[src/hdl/i2cmrt_pkg.sv]
// Shared types and constants for the I2C register transfer engine.
// No dependencies.
package i2cmrt_pkg;

    localparam int BufDepthDefault = 16;
    localparam logic [15:0] UnitTicksReset = 16'd72;
    localparam logic [7:0]  AckTimeoutReset = 8'd250;
    localparam logic [15:0] BusFreeReset = 16'd2000;
    localparam logic [7:0]  MsbMask = 8'h80;
    localparam logic [15:0] EdgeUnits = 16'd4;
    localparam logic [15:0] HalfUnits = 16'd2;
    localparam logic [15:0] AckHalfUnits = 16'd1;

    typedef enum logic [1:0] {
        CMD_TICK  = 2'd0,
        CMD_LOAD  = 2'd1,
        CMD_WRITE = 2'd2,
        CMD_READ  = 2'd3
    } cmd_t;

    typedef enum logic [1:0] {
        CFG_UNIT_TICKS = 2'd0,
        CFG_ACK_TIMEOUT = 2'd1,
        CFG_BUS_FREE = 2'd2
    } cfg_idx_t;

    typedef enum logic [1:0] {
        ERR_NONE = 2'd0,
        ERR_TIMEOUT = 2'd1,
        ERR_OVERFLOW = 2'd2
    } err_t;

    // One request as it travels from the front part to the engine.
    typedef struct packed {
        logic [1:0] command;
        logic [7:0] dev_addr;
        logic [7:0] reg_addr;
        logic [7:0] data_byte;
        logic [7:0] read_length;
        logic       sda_in;
    } req_t;

    typedef struct packed {
        logic       scl;
        logic       sda_out;
        logic       sda_enable;
        logic       read_valid;
        logic [7:0] read_data;
        logic       read_last;
        logic       done_res;
        logic [1:0] error_code;
        logic       busy_res;
    } res_t;

endpackage

[src/hdl/i2c_master_register_transfer.sv]
// Top level of the I2C register transfer engine.
// Depends on i2cmrt_pkg, i2cmrt_fifo and i2cmrt_engine.
//
// Usage: every request (tick, load, begin write, begin read) enters through
// push/full and yields exactly one result, read through empty/pop in order.
// Ticks move the bus timing; unit_ticks ticks make one microsecond unit.
// The front part registers each request into a two-entry queue; the engine
// takes one request per cycle from it, while its output register is free,
// and writes the result into that output register. A request is registered
// in the queue and then in the output register before empty goes low.
// When pop stays low the output register holds, the engine stops taking
// requests, the queue fills and full rises; nothing is lost.
// Configuration: cfg_valid/cfg_ready with cfg_index 0 unit_ticks,
// 1 ack_timeout, 2 bus_free_units; cfg_ready is always high. Write only
// while idle. Reset (rst_n low, asynchronous) empties both queues, returns
// the sequencer to idle, empties the write buffer and loads register
// defaults. Buffer contents are undefined until loaded and never read unloaded.
module i2c_master_register_transfer
    import i2cmrt_pkg::*;
#(
    parameter int BUF_DEPTH = BufDepthDefault
) (
    input  logic        clk,
    input  logic        rst_n,
    input  logic        push,
    output logic        full,
    input  logic [1:0]  command,
    input  logic [7:0]  dev_addr,
    input  logic [7:0]  reg_addr,
    input  logic [7:0]  data_byte,
    input  logic [7:0]  read_length,
    input  logic        sda_in,
    output logic        empty,
    input  logic        pop,
    output logic        scl,
    output logic        sda_out,
    output logic        sda_enable,
    output logic        read_valid,
    output logic [7:0]  read_data,
    output logic        read_last,
    output logic        done_res,
    output logic [1:0]  error_code,
    output logic        busy_res,
    input  logic        cfg_valid,
    output logic        cfg_ready,
    input  logic [1:0]  cfg_index,
    input  logic [15:0] cfg_data
);
    localparam int ReqW = $bits(req_t);

    logic [15:0] unit_ticks_reg;
    logic [7:0]  ack_timeout_reg;
    logic [15:0] bus_free_reg;
    req_t        push_req, q_req;
    logic [ReqW-1:0] q_bits;
    logic        q_empty, eng_ready, res_valid;
    res_t        res;

    assign cfg_ready = 1'b1;

    // Hold configuration; writes beyond the list are dropped.
    always_ff @(posedge clk or negedge rst_n)
    begin
        if (!rst_n)
        begin
            unit_ticks_reg <= UnitTicksReset;
            ack_timeout_reg <= AckTimeoutReset;
            bus_free_reg <= BusFreeReset;
        end
        else if (cfg_valid)
        begin
            case (cfg_idx_t'(cfg_index))
                CFG_UNIT_TICKS: unit_ticks_reg <= cfg_data;
                CFG_ACK_TIMEOUT: ack_timeout_reg <= cfg_data[7:0];
                CFG_BUS_FREE: bus_free_reg <= cfg_data;
                default: ;
            endcase
        end
    end

    assign push_req = '{command: command, dev_addr: dev_addr, reg_addr: reg_addr,
                        data_byte: data_byte, read_length: read_length, sda_in: sda_in};

    // Front queue: decouple request intake from the sequencer.
    i2cmrt_fifo #(.WIDTH(ReqW), .DEPTH(2)) u_front (
        .clk(clk), .rst_n(rst_n),
        .wr_en(push), .wr_data(push_req), .full(full),
        .rd_en(eng_ready), .rd_data(q_bits), .empty(q_empty)
    );
    assign q_req = req_t'(q_bits);

    i2cmrt_engine #(.BUF_DEPTH(BUF_DEPTH)) u_engine (
        .clk(clk), .rst_n(rst_n),
        .req_valid(!q_empty), .req(q_req), .req_ready(eng_ready),
        .res_valid(res_valid), .res(res), .res_ready(pop),
        .unit_ticks(unit_ticks_reg), .ack_timeout(ack_timeout_reg),
        .bus_free_units(bus_free_reg)
    );

    assign empty = !res_valid;
    assign scl = res.scl;
    assign sda_out = res.sda_out;
    assign sda_enable = res.sda_enable;
    assign read_valid = res.read_valid;
    assign read_data = res.read_data;
    assign read_last = res.read_last;
    assign done_res = res.done_res;
    assign error_code = res.error_code;
    assign busy_res = res.busy_res;

    assert property (@(posedge clk) disable iff (!rst_n)
        (!sda_enable && !empty) |-> sda_out)
        else $error("sda_out low while released");
    assert property (@(posedge clk) disable iff (!rst_n)
        (!empty && !read_valid) |-> (read_data == 8'h00 && !read_last))
        else $error("read data without read_valid");
    assert property (@(posedge clk) disable iff (!rst_n)
        (!empty && done_res) |-> !busy_res)
        else $error("done while still busy");
endmodule

[src/hdl/i2cmrt_fifo.sv]
// Small synchronous FIFO used between the front part and the engine.
// Depends on nothing but its parameters.
module i2cmrt_fifo #(
    parameter int WIDTH = 8,
    parameter int DEPTH = 2
) (
    input  logic             clk,
    input  logic             rst_n,
    input  logic             wr_en,
    input  logic [WIDTH-1:0] wr_data,
    output logic             full,
    input  logic             rd_en,
    output logic [WIDTH-1:0] rd_data,
    output logic             empty
);
    localparam int AW = (DEPTH > 1) ? $clog2(DEPTH) : 1;

    logic [WIDTH-1:0] mem [DEPTH];
    logic [AW-1:0] wp_reg, rp_reg;
    logic [AW:0]   cnt_reg;

    function automatic logic [AW-1:0] inc(input logic [AW-1:0] p);
        if (p == AW'(DEPTH - 1)) return '0;
        return p + AW'(1);
    endfunction

    assign full = (cnt_reg == (AW+1)'(DEPTH));
    assign empty = (cnt_reg == '0);
    assign rd_data = mem[rp_reg];

    always_ff @(posedge clk)
    begin
        if (wr_en && !full)
        begin
            mem[wp_reg] <= wr_data;
        end
    end

    always_ff @(posedge clk or negedge rst_n)
    begin
        if (!rst_n)
        begin
            wp_reg <= '0;
            rp_reg <= '0;
            cnt_reg <= '0;
        end
        else
        begin
            if (wr_en && !full)
            begin
                wp_reg <= inc(wp_reg);
            end
            if (rd_en && !empty)
            begin
                rp_reg <= inc(rp_reg);
            end
            cnt_reg <= cnt_reg + (AW+1)'(wr_en && !full) - (AW+1)'(rd_en && !empty);
        end
    end

    assert property (@(posedge clk) disable iff (!rst_n)
        full |-> !empty)
        else $error("fifo full and empty at once");
    assert property (@(posedge clk) disable iff (!rst_n)
        (empty && !(wr_en && !full)) |=> empty)
        else $error("fifo became non-empty without a write");
    assert property (@(posedge clk) disable iff (!rst_n)
        (full && !(rd_en && !empty)) |=> full)
        else $error("fifo left full without a read");
endmodule

[src/hdl/i2cmrt_engine.sv]
// Back part: bus sequencer, write buffer and timing counters, one request per cycle
// while the result register is free. Depends on i2cmrt_pkg.
module i2cmrt_engine
    import i2cmrt_pkg::*;
#(
    parameter int BUF_DEPTH = BufDepthDefault
) (
    input  logic        clk,
    input  logic        rst_n,
    input  logic        req_valid,
    input  req_t        req,
    output logic        req_ready,
    output logic        res_valid,
    output res_t        res,
    input  logic        res_ready,
    input  logic [15:0] unit_ticks,
    input  logic [7:0]  ack_timeout,
    input  logic [15:0] bus_free_units
);
    localparam int BW = (BUF_DEPTH > 1) ? $clog2(BUF_DEPTH) : 1;
    localparam int CW = $clog2(BUF_DEPTH + 1);
    // Bytes left must hold a full read length as well as a buffer count.
    localparam int LW = (CW > 8) ? CW : 8;

    typedef enum logic [3:0] {
        PH_IDLE, PH_START_A, PH_START_B, PH_BIT_LOW, PH_BIT_HIGH,
        PH_ACK_LOW, PH_ACK_HIGH, PH_ACK_POLL, PH_RD_LOW, PH_RD_HIGH,
        PH_MACK_LOW, PH_MACK_HIGH, PH_STOP_A, PH_STOP_B, PH_FREE
    } phase_t;

    typedef enum logic [1:0] {
        ST_DEV, ST_REG, ST_DATA, ST_READ
    } stage_t;

    phase_t phase_reg, phase_next;
    stage_t stage_reg, stage_next;
    logic [15:0] unit_reg, unit_next, delay_reg, delay_next;
    logic [3:0]  bit_reg, bit_next;
    logic [7:0]  shift_reg, shift_next, polls_reg, polls_next;
    logic [LW-1:0] left_reg, left_next;
    logic [CW-1:0] count_reg, count_next;
    logic [7:0]  dev_reg, dev_next, regn_reg, regn_next;
    logic        read_reg, read_next, err_reg, err_next;
    logic        outv_reg;
    res_t        out_reg, out_next;

    logic [7:0]  buf_mem [BUF_DEPTH];
    logic        buf_we;
    logic [CW-1:0] rd_idx;
    logic [7:0]  buf_rd;
    logic        fire;

    // Output register frees when empty or being taken.
    assign req_ready = !outv_reg || res_ready;
    assign fire = req_valid && req_ready;
    assign res_valid = outv_reg;
    assign res = out_reg;

    // Index of the next byte to send, taken from the state before this request.
    assign rd_idx = count_reg - left_reg[CW-1:0];
    assign buf_rd = (rd_idx < CW'(BUF_DEPTH)) ? buf_mem[rd_idx[BW-1:0]] : 8'h00;

    always_ff @(posedge clk)
    begin
        if (buf_we && fire)
        begin
            buf_mem[count_reg[BW-1:0]] <= req.data_byte;
        end
    end

    always_comb
    begin
        logic [15:0] dur;
        logic [LW-1:0] lft;
        phase_next = phase_reg;
        stage_next = stage_reg;
        unit_next = unit_reg;
        delay_next = delay_reg;
        bit_next = bit_reg;
        shift_next = shift_reg;
        polls_next = polls_reg;
        left_next = left_reg;
        count_next = count_reg;
        dev_next = dev_reg;
        regn_next = regn_reg;
        read_next = read_reg;
        err_next = err_reg;
        buf_we = 1'b0;
        out_next = '0;
        lft = left_reg;

        case (phase_reg)
            PH_START_A, PH_START_B, PH_STOP_A, PH_STOP_B: dur = EdgeUnits;
            PH_ACK_LOW, PH_ACK_HIGH, PH_ACK_POLL:         dur = AckHalfUnits;
            PH_FREE:                                      dur = bus_free_units;
            default:                                      dur = HalfUnits;
        endcase

        case (cmd_t'(req.command))
            CMD_TICK:
            begin
                if (phase_reg != PH_IDLE)
                begin
                    unit_next = unit_reg + 16'd1;
                    if (unit_next >= unit_ticks)
                    begin
                        unit_next = '0;
                        delay_next = delay_reg + 16'd1;
                        if (delay_next >= dur)
                        begin
                            delay_next = '0;
                            case (phase_reg)
                                PH_START_A: phase_next = PH_START_B;
                                PH_START_B:
                                begin
                                    shift_next = (stage_reg == ST_READ) ? (dev_reg | 8'h01)
                                                                        : (dev_reg & 8'hFE);
                                    bit_next = '0;
                                    phase_next = PH_BIT_LOW;
                                end
                                PH_BIT_LOW: phase_next = PH_BIT_HIGH;
                                PH_BIT_HIGH:
                                begin
                                    shift_next = {shift_reg[6:0], 1'b0};
                                    bit_next = bit_reg + 4'd1;
                                    if (bit_next >= 4'd8)
                                    begin
                                        polls_next = '0;
                                        phase_next = PH_ACK_LOW;
                                    end
                                    else
                                    begin
                                        phase_next = PH_BIT_LOW;
                                    end
                                end
                                PH_ACK_LOW: phase_next = PH_ACK_HIGH;
                                PH_ACK_HIGH: phase_next = PH_ACK_POLL;
                                PH_ACK_POLL:
                                begin
                                    if (!req.sda_in)
                                    begin
                                        case (stage_reg)
                                            ST_DEV:
                                            begin
                                                stage_next = ST_REG;
                                                shift_next = regn_reg;
                                                bit_next = '0;
                                                phase_next = PH_BIT_LOW;
                                            end
                                            ST_REG, ST_DATA:
                                            begin
                                                if (stage_reg == ST_REG && read_reg)
                                                begin
                                                    stage_next = ST_READ;
                                                    phase_next = PH_START_A;
                                                end
                                                else
                                                begin
                                                    if (stage_reg == ST_DATA && lft != '0)
                                                    begin
                                                        lft = lft - LW'(1);
                                                    end
                                                    left_next = lft;
                                                    if (lft == '0)
                                                    begin
                                                        phase_next = PH_STOP_A;
                                                    end
                                                    else
                                                    begin
                                                        stage_next = ST_DATA;
                                                        // One byte ahead: drop-by-one index.
                                                        shift_next = (stage_reg == ST_DATA)
                                                            ? buf_mem_next_byte() : buf_rd;
                                                        bit_next = '0;
                                                        phase_next = PH_BIT_LOW;
                                                    end
                                                end
                                            end
                                            default:
                                            begin
                                                if (left_reg != '0)
                                                begin
                                                    bit_next = '0;
                                                    shift_next = '0;
                                                    phase_next = PH_RD_LOW;
                                                end
                                                else
                                                begin
                                                    phase_next = PH_STOP_A;
                                                end
                                            end
                                        endcase
                                    end
                                    else if (polls_reg >= ack_timeout)
                                    begin
                                        err_next = 1'b1;
                                        phase_next = PH_STOP_A;
                                    end
                                    else
                                    begin
                                        polls_next = polls_reg + 8'd1;
                                    end
                                end
                                PH_RD_LOW: phase_next = PH_RD_HIGH;
                                PH_RD_HIGH:
                                begin
                                    shift_next = {shift_reg[6:0], req.sda_in};
                                    bit_next = bit_reg + 4'd1;
                                    if (bit_next >= 4'd8)
                                    begin
                                        out_next.read_valid = 1'b1;
                                        out_next.read_data = shift_next;
                                        out_next.read_last = (left_reg == LW'(1));
                                        phase_next = PH_MACK_LOW;
                                    end
                                    else
                                    begin
                                        phase_next = PH_RD_LOW;
                                    end
                                end
                                PH_MACK_LOW: phase_next = PH_MACK_HIGH;
                                PH_MACK_HIGH:
                                begin
                                    if (lft != '0)
                                    begin
                                        lft = lft - LW'(1);
                                    end
                                    left_next = lft;
                                    if (lft == '0)
                                    begin
                                        phase_next = PH_STOP_A;
                                    end
                                    else
                                    begin
                                        bit_next = '0;
                                        shift_next = '0;
                                        phase_next = PH_RD_LOW;
                                    end
                                end
                                PH_STOP_A: phase_next = PH_STOP_B;
                                PH_STOP_B, PH_FREE:
                                begin
                                    if (phase_reg == PH_FREE || bus_free_units == '0)
                                    begin
                                        out_next.done_res = 1'b1;
                                        out_next.error_code = err_reg ? ERR_TIMEOUT : ERR_NONE;
                                        if (!read_reg)
                                        begin
                                            count_next = '0;
                                        end
                                        err_next = 1'b0;
                                        phase_next = PH_IDLE;
                                    end
                                    else
                                    begin
                                        phase_next = PH_FREE;
                                    end
                                end
                                default: phase_next = PH_IDLE;
                            endcase
                        end
                    end
                end
            end
            CMD_LOAD:
            begin
                if (phase_reg == PH_IDLE)
                begin
                    if (count_reg < CW'(BUF_DEPTH))
                    begin
                        buf_we = 1'b1;
                        count_next = count_reg + CW'(1);
                    end
                    else
                    begin
                        out_next.error_code = ERR_OVERFLOW;
                    end
                end
            end
            default:
            begin
                if (phase_reg == PH_IDLE)
                begin
                    dev_next = req.dev_addr;
                    regn_next = req.reg_addr;
                    read_next = (cmd_t'(req.command) == CMD_READ);
                    left_next = read_next ? LW'(req.read_length) : LW'(count_reg);
                    stage_next = ST_DEV;
                    err_next = 1'b0;
                    polls_next = '0;
                    bit_next = '0;
                    shift_next = '0;
                    unit_next = '0;
                    delay_next = '0;
                    phase_next = PH_START_A;
                end
            end
        endcase

        out_next.scl = 1'b1;
        out_next.sda_out = 1'b1;
        out_next.sda_enable = 1'b1;
        case (phase_next)
            PH_START_B: out_next.sda_out = 1'b0;
            PH_BIT_LOW:
            begin
                out_next.scl = 1'b0;
                out_next.sda_out = |(shift_next & MsbMask);
            end
            PH_BIT_HIGH: out_next.sda_out = |(shift_next & MsbMask);
            PH_ACK_LOW, PH_RD_LOW:
            begin
                out_next.scl = 1'b0;
                out_next.sda_enable = 1'b0;
            end
            PH_ACK_HIGH, PH_ACK_POLL, PH_RD_HIGH: out_next.sda_enable = 1'b0;
            PH_MACK_LOW:
            begin
                out_next.scl = 1'b0;
                out_next.sda_out = (left_next == LW'(1));
            end
            PH_MACK_HIGH: out_next.sda_out = (left_next == LW'(1));
            PH_STOP_A:
            begin
                out_next.scl = 1'b0;
                out_next.sda_out = 1'b0;
            end
            default: ;
        endcase
        out_next.busy_res = (phase_next != PH_IDLE);
    end

    // Byte after the one just acknowledged: index grows by one as left drops.
    function automatic logic [7:0] buf_mem_next_byte();
        logic [CW-1:0] idx;
        idx = rd_idx + CW'(1);
        if (idx < CW'(BUF_DEPTH))
        begin
            return buf_mem[idx[BW-1:0]];
        end
        return 8'h00;
    endfunction

    always_ff @(posedge clk or negedge rst_n)
    begin
        if (!rst_n)
        begin
            phase_reg <= PH_IDLE;
            stage_reg <= ST_DEV;
            unit_reg <= '0;
            delay_reg <= '0;
            bit_reg <= '0;
            shift_reg <= '0;
            polls_reg <= '0;
            left_reg <= '0;
            count_reg <= '0;
            dev_reg <= '0;
            regn_reg <= '0;
            read_reg <= 1'b0;
            err_reg <= 1'b0;
            outv_reg <= 1'b0;
            out_reg <= '0;
        end
        else
        begin
            if (fire)
            begin
                phase_reg <= phase_next;
                stage_reg <= stage_next;
                unit_reg <= unit_next;
                delay_reg <= delay_next;
                bit_reg <= bit_next;
                shift_reg <= shift_next;
                polls_reg <= polls_next;
                left_reg <= left_next;
                count_reg <= count_next;
                dev_reg <= dev_next;
                regn_reg <= regn_next;
                read_reg <= read_next;
                err_reg <= err_next;
                out_reg <= out_next;
                outv_reg <= 1'b1;
            end
            else if (res_ready)
            begin
                outv_reg <= 1'b0;
            end
        end
    end

    assert property (@(posedge clk) disable iff (!rst_n)
        count_reg <= CW'(BUF_DEPTH))
        else $error("write buffer count beyond depth");
    assert property (@(posedge clk) disable iff (!rst_n)
        (phase_reg == PH_IDLE) |-> (bit_reg <= 4'd8))
        else $error("bit count out of range");
    assert property (@(posedge clk) disable iff (!rst_n)
        (outv_reg && !res_ready) |=> (outv_reg && $stable(out_reg)))
        else $error("result register changed while stalled");
endmodule
[config.mk]
export PLATFORM = sky130hd
export DESIGN_NAME = i2c_master_register_transfer
export DESIGN_NICKNAME = d
export VERILOG_FILES = /design/src/hdl/i2cmrt_pkg.sv /design/src/hdl/i2c_master_register_transfer.sv /design/src/hdl/i2cmrt_fifo.sv /design/src/hdl/i2cmrt_engine.sv
export SDC_FILE = /design/constraint.sdc
export NUM_CORES = 1
export LEC_CHECK = 0
export BUFFER_PORTS_ARGS = -buffer_cell sky130_fd_sc_hd__buf_4
export CAP_MARGIN = 25
export CORE_MARGIN = 3
export CORE_UTILIZATION = 55
export DETAILED_ROUTE_END_ITERATION = 12
export PLACE_DENSITY = 0.72
export SYNTH_ARGS = -nofsm -noshare
export SYNTH_HDL_FRONTEND = slang
export SYNTH_HIERARCHICAL = 1
export SYNTH_SLANG_ARGS = --single-unit
[constraint.sdc]
create_clock -name clk -period 4.8 [get_ports clk]
set_input_delay 0.72 -clock clk [delete_from_list [all_inputs] [get_ports clk]]
set_output_delay 0.72 -clock clk [all_outputs]
set_load 0.01 [all_outputs]
==> flow_summary.json <==
{
  "status": "finished, final reports clean",
  "cts_sinks": 346,
  "antenna_found_initial": 0,
  "clk_latency_ns": 0.55,
  "die_area_um2": 35500,
  "overflow": 0,
  "die_w_um": 188,
  "setup_viol": 0,
  "drc": 0,
  "worst-path-max-fanout": 11,
  "reg2regPathDepth": 18,
  "regToRegEndpoint": "u_engine/res[15]",
  "r2r-start": "u_engine/unit_reg[0]",
  "drtPass1Iterations": 6,
  "holdCritPathClass": "primary input to async pin",
  "power.switching_w": 0.00533,
  "drv_slew": 0,
  "netlist_area_um2": 18300,
  "reg2reg_slack_ns": 0.31,
  "period_minus_slack_ns": 4.49,
  "fin_crit_sh": 0.936,
  "port_buffers": 75,
  "num_rows": 66,
  "met3_usage": 0.0441,
  "coreArea_um2": 32700,
  "finalClockSkew_ns": 0.0329,
  "slew-limit-headroom": 0.341,
  "p_int_w": 0.00856,
  "use_met2": 0.406,
  "cp_data_arrival_time_ns": 4.92,
  "hold_slack_ns": 0.229,
  "final_common_cell": "edfxtp_1",
  "critPathRequiredTime_ns": 5.23,
  "synth_cells": 1481,
  "max-vdd-ir-drop_v": 0.000609,
  "grt_pass1_vias": 12354,
  "dr_total_vias": 12528,
  "dieHeight_um": 188,
  "wl_um": 44700,
  "grt_pass1_wl_um": 70600,
  "path_class": "flop to flop",
  "htree_levels": 2,
  "gp_congestion": 0.926,
  "clkPwrFrac": 0.207,
  "diodes": 0,
  "cts_tree": "done",
  "swShare": 0.384,
  "wl_per_cell_um": 22.0,
  "setup-tns-final_ns": 0,
  "viasPerCell": 6.16,
  "mostFrequentLayoutCells": "edfxtp_1 (196), nand2_1 (181), dfrtp_1 (135)",
  "power_frac_comb": 0.503,
  "finalNetCount": 1685,
  "place_inst": 1966,
  "ant_nets": 0,
  "layout.cells.non_filler": 2035,
  "drv_cap": 0,
  "ios": 78,
  "drive_above_1_share": 0.241,
  "busiest_layer": "met2",
  "max_freq_mhz": 223,
  "power_density_nw_per_um2": 674,
  "root_buffer": "clkbuf_16",
  "syn_nets": 1602,
  "worst_slew_pin_slew_ns": 0.981,
  "start_kind": "flop",
  "first_iter_violations": 1132,
  "start_util": 0.560,
  "grt_max_degree": 79,
  "cts_buffers": 37,
  "final_hold_viol_count": 0,
  "p_seq_frac": 0.289,
  "grt_use_total": 0.252,
  "syn_to_final_growth_pct": 12.7,
  "largest_reg_flops": 128,
  "p_leak_nw": 8.28,
  "rsz0062_at_grt": "no",
  "syn_area_per_cell_um2": 12.4,
  "clk_pin_slew_ns": 0.06,
  "dp_hpwl_um": 30800,
  "cp-end-kind": "flop",
  "hold_buffers": 0,
  "cts.path.max_buffers": 3,
  "synth_warnings": 6,
  "use_met1": 0.357
}
## worst max path at each step
stage	slack (ns)	endpoint	startpoint
2_1_floorplan	0.36	u_engine/shift_reg[1]	u_engine/count_reg[0]
3_3_place_gp	0.38	u_engine/res[15]	u_engine/unit_reg[0]
6_report	0.31	u_engine/res[15]	u_engine/unit_reg[0]
3_5_place_dp	0.32	u_engine/res[15]	u_engine/unit_reg[0]
5_1_grt	0.03	u_engine/res[15]	u_engine/unit_reg[0]
4_1_cts	0.30	u_engine/res[15]	u_engine/unit_reg[0]
## critical path: stages (launching register included)
cell and delay, ns:
dfrtp_1 0.42, nand3_1 0.10, nor2_1 0.24, and3_1 0.23
and3_1 0.24, and3_1 0.28, nand3_1 0.12, xnor2_1 0.15
ha_1 0.30, nand2_1 0.07, o21ai_0 0.21, nor3_1 0.09
a31o_2 0.32, a21o_2 0.32, or4_1 0.55, o2bb2ai_1 0.17
nor4_1 0.27, a311oi_1 0.18, o32ai_2 0.13
## metrics by stage
step                total power (W)  worst slack [ns]  utilization  area (um^2)
global route                 0.0146            0.0337        0.631        20600
global placement             0.0107             0.376        0.592        19400
CTS                          0.0139             0.300        0.630        20600
finish                       0.0139             0.308        0.631        20600
detailed placement           0.0109             0.317        0.592        19400
floorplan                   0.00910             0.363            -        18300
## power groups by stage
stage | Clock (W) | Combinational [W] | Sequential [W]
after floorplan | 0 | 0.00516 | 0.00393
after global placement | 0 | 0.00669 | 0.00405
after detailed placement | 0 | 0.00687 | 0.00407
after CTS | 0.00293 | 0.00693 | 0.00401
after global routing | 0.00307 | 0.00747 | 0.00407
final | 0.00288 | 0.00699 | 0.00402
## per-layer routing
layer	share of wire	vias up
met5	0	-
met4	0.026	0
met3	0.072	81
met2	0.47	492
met1	0.43	6258
li1	-	5697
## repair_timing
item	CTS	global route
setup buffers	0	0
resized for setup	0	1
setup endpoints to repair	0	2
## cell type report
class,count,area [um^2]
fillers,2528,12100
flip-flops and latches,346,9660
multi-input cells,1006,8080
clock buffers,53,1070
repair buffers,115,880
well taps,442,553
inverters,58,218
clock inverters,15,176
No activity file was read; power rests on OpenSTA's default activity.
